[src/kmp_pkg.sv]
// Shared types and constants for the streaming KMP byte matcher.
`timescale 1ns / 1ps
`default_nettype none
package kmp_pkg;

    localparam int FUNC_W  = 2;
    localparam int CHAR_W  = 8;
    localparam int POS_W   = 32;
    localparam int COUNT_W = 6;

    localparam logic [FUNC_W-1:0] FUNC_CLEAR   = 2'd0;
    localparam logic [FUNC_W-1:0] FUNC_APPEND  = 2'd1;
    localparam logic [FUNC_W-1:0] FUNC_TEXT    = 2'd2;
    localparam logic [FUNC_W-1:0] FUNC_RESTART = 2'd3;

    // Broadcast controls from the sequencer to every cell.
    typedef struct packed {
        logic              shift;     // text beat: partial-match flags advance
        logic              flush;     // drop all partial matches
        logic              load;      // append beat: tail marker moves
        logic              drop;      // pattern cleared: tail marker goes away
        logic [CHAR_W-1:0] data_char; // byte on this beat
    } cell_ctrl_t;

endpackage
`default_nettype wire

[src/kmp_cell.sv]
// One matcher cell: a pattern byte, its partial-match flag and the tail marker.
`timescale 1ns / 1ps
`default_nettype none
module kmp_cell
    import kmp_pkg::*;
(
    input  wire logic       clk,
    input  wire logic       rst_n,
    input  wire cell_ctrl_t ctrl,
    input  wire logic       wr_en,
    input  wire logic       prev_hit,
    output logic            hit,
    output logic            tail_hit
);

    logic [CHAR_W-1:0] pat_reg;
    logic              hit_reg;
    logic              hit_next;
    logic              last_reg;

    // Pattern bytes 0..i end at this text byte.
    assign hit_next = prev_hit && (pat_reg == ctrl.data_char);
    assign hit      = hit_reg;
    assign tail_hit = hit_next && last_reg;

    always_ff @(posedge clk)
    begin
        if (wr_en)
        begin
            pat_reg <= ctrl.data_char;
        end
    end

    always_ff @(posedge clk or negedge rst_n)
    begin
        if (!rst_n)
        begin
            hit_reg  <= 1'b0;
            last_reg <= 1'b0;
        end
        else
        begin
            if (ctrl.flush)
            begin
                hit_reg <= 1'b0;
            end
            else if (ctrl.shift)
            begin
                hit_reg <= hit_next;
            end

            if (ctrl.drop)
            begin
                last_reg <= 1'b0;
            end
            else if (ctrl.load)
            begin
                last_reg <= wr_en;
            end
        end
    end

endmodule
`default_nettype wire

[src/kmp_stream_matcher.sv]
// Top level of the streaming KMP byte matcher: sequencer, cell row, result register.
//
// Usage:
//   Item channel (item_valid / item_stall, fields func and data_char) carries
//   one command per beat: clear pattern, append pattern byte, text byte or
//   restart text. Result channel (result_valid / result_stall) returns exactly
//   one beat per item: match, match_start, error and pattern_count.
//   Matching runs in a row of PATTERN_MAX cells. Cell i holds pattern byte i
//   and a flag telling that pattern bytes 0..i end at the previous text byte;
//   on a text beat every flag moves one cell up, gated by that cell's byte
//   compare. The cell holding the last pattern byte reports a full occurrence,
//   so overlapping occurrences come out with no fallback walk: the same
//   answers as KMP in a fixed single step per byte.
//   The result of an item is registered and is on the result port in the
//   cycle after its beat. Throughput: one item per cycle while results are
//   taken; the item side stalls only while a result waits under result_stall,
//   and a new item is accepted in the same cycle that the waiting result leaves.
//   Reset: pattern empty, no partial matches, text position zero, no result
//   pending. Pattern bytes themselves are not reset; stale bytes past the
//   pattern may still be compared, but only the tail cell reports a match.
`timescale 1ns / 1ps
`default_nettype none
module kmp_stream_matcher
    import kmp_pkg::*;
#(
    parameter int PATTERN_MAX = 32
)
(
    input  wire logic               clk,
    input  wire logic               rst_n,
    input  wire logic               item_valid,
    output logic                    item_stall,
    input  wire logic [FUNC_W-1:0]  func,
    input  wire logic [CHAR_W-1:0]  data_char,
    output logic                    result_valid,
    input  wire logic               result_stall,
    output logic                    match,
    output logic [POS_W-1:0]        match_start,
    output logic                    error,
    output logic [COUNT_W-1:0]      pattern_count
);

    localparam int LEN_W = $clog2(PATTERN_MAX + 1);
    localparam int EXT_W = (LEN_W > COUNT_W) ? LEN_W : COUNT_W;

    // Pattern length and text position of the next text byte.
    logic [LEN_W-1:0] len_reg;
    logic [LEN_W-1:0] len_next;
    logic [POS_W-1:0] pos_reg;
    logic [POS_W-1:0] pos_next;

    // Result register.
    logic               result_valid_reg;
    logic               result_valid_next;
    logic               match_reg;
    logic [POS_W-1:0]   start_reg;
    logic               error_reg;
    logic [COUNT_W-1:0] count_reg;

    logic             accept;
    logic             full;
    logic             empty;
    logic             append_ok;
    logic             text_ok;
    logic             bad;
    logic             any_tail;
    logic [POS_W-1:0] pos_inc;
    logic [POS_W-1:0] start_calc;
    logic [EXT_W-1:0] len_ext;
    cell_ctrl_t       ctrl;

    logic [PATTERN_MAX-1:0] wr_en;
    logic [PATTERN_MAX-1:0] hit;
    logic [PATTERN_MAX-1:0] tail_hit;

    assign accept     = item_valid && !item_stall;
    assign item_stall = result_valid_reg && result_stall;

    assign full    = (len_reg == LEN_W'(PATTERN_MAX));
    assign empty   = (len_reg == '0);
    assign pos_inc = pos_reg + POS_W'(1);
    // First byte of an occurrence ending at this text byte.
    assign start_calc = pos_inc - POS_W'(len_reg);
    assign any_tail   = |tail_hit;

    // Command decode.
    always_comb
    begin
        append_ok      = 1'b0;
        text_ok        = 1'b0;
        bad            = 1'b0;
        len_next       = len_reg;
        pos_next       = pos_reg;
        ctrl.shift     = 1'b0;
        ctrl.flush     = 1'b0;
        ctrl.load      = 1'b0;
        ctrl.drop      = 1'b0;
        ctrl.data_char = data_char;
        case (func)
            FUNC_CLEAR:
            begin
                ctrl.flush = accept;
                ctrl.drop  = accept;
                len_next   = '0;
                pos_next   = '0;
            end
            FUNC_APPEND:
            begin
                if (full)
                begin
                    bad = 1'b1;
                end
                else
                begin
                    append_ok  = accept;
                    ctrl.flush = accept;
                    ctrl.load  = accept;
                    len_next   = len_reg + LEN_W'(1);
                    pos_next   = '0;
                end
            end
            FUNC_TEXT:
            begin
                if (empty)
                begin
                    bad = 1'b1;
                end
                else
                begin
                    text_ok    = 1'b1;
                    ctrl.shift = accept;
                    pos_next   = pos_inc;
                end
            end
            FUNC_RESTART:
            begin
                ctrl.flush = accept;
                pos_next   = '0;
            end
            default:
            begin
                bad = 1'b0;
            end
        endcase
    end

    assign len_ext = EXT_W'(len_next);

    // Cell row; each cell takes its predecessor's flag, cell 0 always starts one.
    for (genvar i = 0; i < PATTERN_MAX; i++)
    begin : g_cell
        logic prev;
        assign wr_en[i] = append_ok && (len_reg == LEN_W'(i));
        if (i == 0)
        begin : g_head
            assign prev = 1'b1;
        end
        else
        begin : g_body
            assign prev = hit[i-1];
        end

        kmp_cell u_cell (
            .clk      (clk),
            .rst_n    (rst_n),
            .ctrl     (ctrl),
            .wr_en    (wr_en[i]),
            .prev_hit (prev),
            .hit      (hit[i]),
            .tail_hit (tail_hit[i])
        );
    end

    always_comb
    begin
        if (accept)
        begin
            result_valid_next = 1'b1;
        end
        else
        begin
            result_valid_next = result_valid_reg && result_stall;
        end
    end

    always_ff @(posedge clk or negedge rst_n)
    begin
        if (!rst_n)
        begin
            len_reg          <= '0;
            pos_reg          <= '0;
            result_valid_reg <= 1'b0;
        end
        else
        begin
            result_valid_reg <= result_valid_next;
            if (accept)
            begin
                len_reg <= len_next;
                pos_reg <= pos_next;
            end
        end
    end

    // Result payload, loaded on each accepted item.
    always_ff @(posedge clk)
    begin
        if (accept)
        begin
            match_reg <= text_ok && any_tail;
            start_reg <= (text_ok && any_tail) ? start_calc : '0;
            error_reg <= bad;
            count_reg <= len_ext[COUNT_W-1:0];
        end
    end

    assign result_valid  = result_valid_reg;
    assign match         = match_reg;
    assign match_start   = start_reg;
    assign error         = error_reg;
    assign pattern_count = count_reg;

endmodule
`default_nettype wire

[config.mk]
export PLATFORM = sky130hd
export DESIGN_NAME = kmp_stream_matcher
export DESIGN_NICKNAME = d
export VERILOG_FILES = /design/src/kmp_pkg.sv /design/src/kmp_cell.sv /design/src/kmp_stream_matcher.sv
export SDC_FILE = /design/constraint.sdc
export NUM_CORES = 1
export LEC_CHECK = 0
export BUFFER_PORTS_ARGS = -buffer_cell sky130_fd_sc_hd__buf_2
export CORE_ASPECT_RATIO = 1.1
export CORE_MARGIN = 1.5
export CORE_UTILIZATION = 40
export DETAILED_ROUTE_END_ITERATION = 7
export GPL_TIMING_DRIVEN = 0
export PLACE_DENSITY = 0.52
export SYNTH_ARGS = -nofsm -noshare
export SYNTH_HDL_FRONTEND = slang
export SYNTH_SLANG_ARGS = --single-unit
[constraint.sdc]
create_clock -name clk -period 4.3 [get_ports clk]
set_input_delay 0 -clock clk [delete_from_list [all_inputs] [get_ports clk]]
set_output_delay 0 -clock clk [all_outputs]
set_load 0.02 [all_outputs]
==> impl_metrics.prom <==
# TYPE chip_impl_metric gauge
chip_impl_metric{name="area_post_placement",unit="µm²"} 19350
chip_impl_metric{name="cp_data_required_time",unit="ns"} 4.56
chip_impl_info{name="topRoutingLayerUsed",value="met4"} 1
chip_impl_info{name="r2r-start",value="len_reg[0]"} 1
chip_impl_metric{name="core.rowCount",unit=""} 81
chip_impl_info{name="worst_hold_path_type",value="in -> reg"} 1
chip_impl_metric{name="boundaryPins",unit=""} 56
chip_impl_metric{name="hold_violations_final",unit=""} 0
chip_impl_metric{name="power.ir.vdd_worst",unit="mV"} 0.2518
chip_impl_metric{name="worst_clock_skew_on_the_final_layout",unit="ns"} 0.02534
chip_impl_metric{name="post_layout_nonfiller_instances",unit=""} 2207
chip_impl_metric{name="final.hold.worst_slack",unit="ns"} 0.06701
chip_impl_metric{name="overflow",unit=""} 0
chip_impl_metric{name="grt_first_pass_wirelength",unit="mm"} 77.37
chip_impl_metric{name="area_of_the_core_region",unit="µm²"} 44800
chip_impl_metric{name="place_ws",unit="ns"} -0.7449
chip_impl_metric{name="drt-met1-wl",unit="mm"} 21.65
chip_impl_metric{name="worstHoldPathCells",unit=""} 4
chip_impl_metric{name="area_growth_syn_to_layout",unit="%"} 14.24
chip_impl_metric{name="initial_utilization",unit="%"} 40.80
chip_impl_metric{name="count_of_h_tree_levels_built_during_cts",unit=""} 2
chip_impl_metric{name="total_power",unit="mW"} 8.836
chip_impl_metric{name="tns",unit="ns"} -0.05961
chip_impl_metric{name="firstDrtPassIters",unit=""} 5
chip_impl_metric{name="die-area",unit="µm²"} 46980
chip_impl_metric{name="finalCriticalPeriod",unit="ns"} 4.328
chip_impl_metric{name="antenna_cells",unit=""} 0
chip_impl_metric{name="worst_slew_margin_rel",unit="%"} 22.93
chip_impl_metric{name="route.detailed.vias_per_inst",unit=""} 5.366
chip_impl_info{name="failed_checks",value="negative setup slack"} 1
chip_impl_metric{name="post_synth_inst_count",unit=""} 1481
chip_impl_info{name="cts_root_buffer",value="clkbuf_16"} 1
chip_impl_metric{name="synth_enable_flop_cells",unit=""} 296
chip_impl_info{name="yosys_most_used_dff",value="edfxtp_1"} 1
chip_impl_metric{name="ys_seq_area_share",unit="%"} 62.60
chip_impl_metric{name="buffer_ports.inserted",unit=""} 55
chip_impl_metric{name="layout.cell_area.non_filler",unit="µm²"} 20880
chip_impl_metric{name="ctsLongestPathBuffers",unit=""} 3
chip_impl_metric{name="worst_slew_pin_slew",unit="ns"} 1.156
chip_impl_metric{name="p_leak",unit="nW"} 7.422
chip_impl_metric{name="drc",unit=""} 0
chip_impl_metric{name="synthArstFlopShare",unit="%"} 25.63
chip_impl_metric{name="r2r_setup_slk",unit="ns"} 0.22
chip_impl_metric{name="number_of_distinct_library_cells_after_synthesis",unit=""} 65
chip_impl_metric{name="cts-buffers-inserted",unit=""} 43
chip_impl_metric{name="nNetsFinal",unit=""} 1620
chip_impl_metric{name="power_density",unit="nW/µm²"} 423.2
chip_impl_metric{name="critical_path_arrival",unit="ns"} 4.59
chip_impl_info{name="crit_path_end_kind",value="flop"} 1
chip_impl_metric{name="grt_use_total",unit="%"} 23.02
chip_impl_metric{name="final_clock_period_utilization_by_the_worst_path",unit="%"} 100.7
chip_impl_metric{name="timing_max_transition_violations_final",unit=""} 0
chip_impl_metric{name="totalWireLength",unit="mm"} 52.35
chip_impl_metric{name="timing.final.setup_violations",unit=""} 3
chip_impl_metric{name="synth_area",unit="µm²"} 18280
chip_impl_info{name="cts_tree",value="done"} 1
chip_impl_info{name="outcome",value="finished with violations"} 1
chip_impl_metric{name="dp_cells",unit=""} 2120
chip_impl_info{name="timing_worst_setup_path_type",value="in -> reg"} 1
chip_impl_info{name="hold_end",value="g_cell[22].u_cell.hit"} 1
chip_impl_metric{name="max_cap_viols",unit=""} 0
chip_impl_metric{name="mappedNetlistNets",unit=""} 1510
chip_impl_metric{name="drive_above_1_share",unit="%"} 10.76
chip_impl_info{name="unrepaired_setup_endpoints_after_global_routing",value="true"} 1
chip_impl_metric{name="clock_latency_on_the_worst_skew_pair",unit="ns"} 0.57
chip_impl_metric{name="vias_in_the_first_global_route",unit=""} 11890
chip_impl_info{name="critPathLaunchType",value="primary input"} 1
chip_impl_metric{name="synth.ff_latch_count",unit=""} 398
chip_impl_metric{name="die_y",unit="µm"} 227.2
chip_impl_metric{name="maximum_number_of_pins_on_one_net_before_global_route_repair",unit=""} 82
chip_impl_info{name="min-delay-start",value="func[1]"} 1
chip_impl_metric{name="met3WireLength",unit="mm"} 2.271
chip_impl_metric{name="detail-route-antenna-nets",unit=""} 0
chip_impl_metric{name="max_freq",unit="MHz"} 231.1
chip_impl_metric{name="grt_antenna_before_repair",unit=""} 0
chip_impl_metric{name="place.gp.congestion",unit=""} 0.8832
chip_impl_metric{name="cts.sinks",unit=""} 398
chip_impl_metric{name="number_of_drc_markers_in_iteration_0",unit=""} 852
chip_impl_metric{name="die_w",unit="µm"} 206.8
chip_impl_metric{name="wl_per_cell",unit="µm"} 23.72
chip_impl_metric{name="detailed_place_hpwl",unit="mm"} 34.26
chip_impl_metric{name="via_count",unit=""} 11840
chip_impl_metric{name="yosysWarnings",unit=""} 0
chip_impl_metric{name="met2_routed_wirelength",unit="mm"} 26.87
chip_impl_metric{name="post-route-util",unit="%"} 46.61
chip_impl_metric{name="avgSynthCellArea",unit="µm²"} 12.34
chip_impl_metric{name="timing.reg2reg.worst_path_depth",unit=""} 10
chip_impl_info{name="capturing_point_of_the_worst_reg2reg_path",value="g_cell[1].u_cell.pat_reg[7]"} 1
chip_impl_metric{name="clk_pin_slew_worst_paths",unit="ns"} 0.06
chip_impl_metric{name="postLayoutSetupSlackWorst",unit="ns"} -0.02807
chip_impl_metric{name="cts_setup_buffers",unit=""} 0
chip_impl_metric{name="largest_register_ff_count",unit=""} 256
chip_impl_metric{name="crit_path_max_fanout",unit=""} 33
## layout by cell type (no fill, tap or decap), types with 5 or more instances in the layout
| cell type | synthesis | routed |
|---|---|---|
| a31oi_1 | 5 | 5 |
| o21ai_0 | 51 | 51 |
| nand2_1 | 94 | 94 |
| or3_1 | 5 | 5 |
| dlygate4sd3_1 | 0 | 5 |
| and3_1 | 11 | 11 |
| xor2_1 | 126 | 126 |
| edfxtp_1 | 296 | 296 |
| and2_1 | 31 | 31 |
| nor4_1 | 27 | 26 |
| o31ai_1 | 11 | 11 |
| clkbuf_1 | 42 | 53 |
| nand3_1 | 41 | 41 |
| inv_1 | 15 | 15 |
| nand4_1 | 51 | 51 |
| nor3_1 | 45 | 43 |
| mux2i_1 | 9 | 9 |
| clkbuf_16 | 0 | 45 |
| a21oi_1 | 72 | 72 |
| xnor2_1 | 178 | 178 |
| clkbuf_8 | 0 | 7 |
| a211oi_1 | 6 | 6 |
| and4_1 | 6 | 6 |
| nor2_2 | 0 | 6 |
| clkinv_2 | 0 | 8 |
| dfrtp_1 | 102 | 102 |
| a21o_1 | 7 | 7 |
| nor2b_1 | 6 | 6 |
| a22o_1 | 11 | 11 |
| ha_1 | 14 | 14 |
| buf_2 | 26 | 76 |
| nor2_1 | 136 | 130 |
| clkinv_1 | 1 | 5 |
## how the worst max path moves through the flow
stage	endpoint	slack [ns]	startpoint	cells past startpoint
2_1_floorplan	match_start[26]	0.82	pos_reg[0]	12
3_3_place_gp	match_start[13]	-0.73	data_char[2]	11
3_5_place_dp	match_start[13]	-0.74	data_char[2]	11
4_1_cts	match_start[13]	0.04	data_char[6]	12
5_1_grt	g_cell[5].u_cell.pat_reg[4]	-0.04	len_reg[0]	10
6_report	match_start[13]	-0.03	data_char[7]	12
## report_power, final
| part | internal [mW] | switching (mW) |
|---|---|---|
| clock network | 2.10 | 1.52 |
| logic | 0.354 | 0.648 |
| registers | 4.18 | 0.0286 |
| total | 6.64 | 2.19 |
## worst max-delay path, cell delays in order
cell and delay [ns]:
buf_2 0.70, clkbuf_1 0.31, buf_2 0.44, xnor2_1 0.12, and4_1 0.20, nand4_1 0.12, o2111ai_1 0.15, a2111oi_0 0.88
nand4_1 0.49, nand2_1 0.44, clkbuf_1 0.55, a21oi_1 0.14
## layout make-up
cell class	instances	area [µm²]
buffer	75	344.1
clock buffer	64	1267
clock inverter	16	117.6
fill	4129	23920
inverter	16	60.06
multi-input combinational	992	6484
sequential	398	11440
tap	581	726.9
timing repair buffer	65	436.7
## synthesized netlist by cell type (all sizes together) (41+ instances only)
| cell type | number | area (µm²) |
|---|---|---|
| nand3 | 41 | 205.2 |
| o21ai | 54 | 270.3 |
| nor3 | 46 | 235.2 |
| a21oi | 72 | 360.4 |
| dfrtp | 102 | 2552 |
| xor2 | 126 | 1104 |
| nand2 | 94 | 352.8 |
| nor2 | 136 | 510.5 |
| nand4 | 51 | 319.1 |
| clkbuf | 42 | 157.7 |
| xnor2 | 178 | 1559 |
| edfxtp | 296 | 8889 |
## logic make-up after synthesis
family	Yosys count	share of synthesized area (%)
flops	398	62.60
buf+inv	91	2.088
simple gates	475	12.95
mux	10	0.5546
xor+xnor	304	14.57
compound gates	188	6.169
fa+ha+maj	15	1.068
## layer usage
layer | vias up | global-route usage, %
met2 | 304 | 40.74
met5 | - | 0
met1 | 5936 | 28.70
li1 | 5519 | -
met3 | 83 | 3.493
met4 | 0 | 7.635
## repair_timing
action                                  in CTS  in global routing
hold buffers                                 7                  0
endpoints found under the hold margin      139                  0
endpoints found under the setup margin      22                 75
pin swaps                                    0                  0
gates resized for setup                      5                 12
Power figures use the tool's default switching activity.
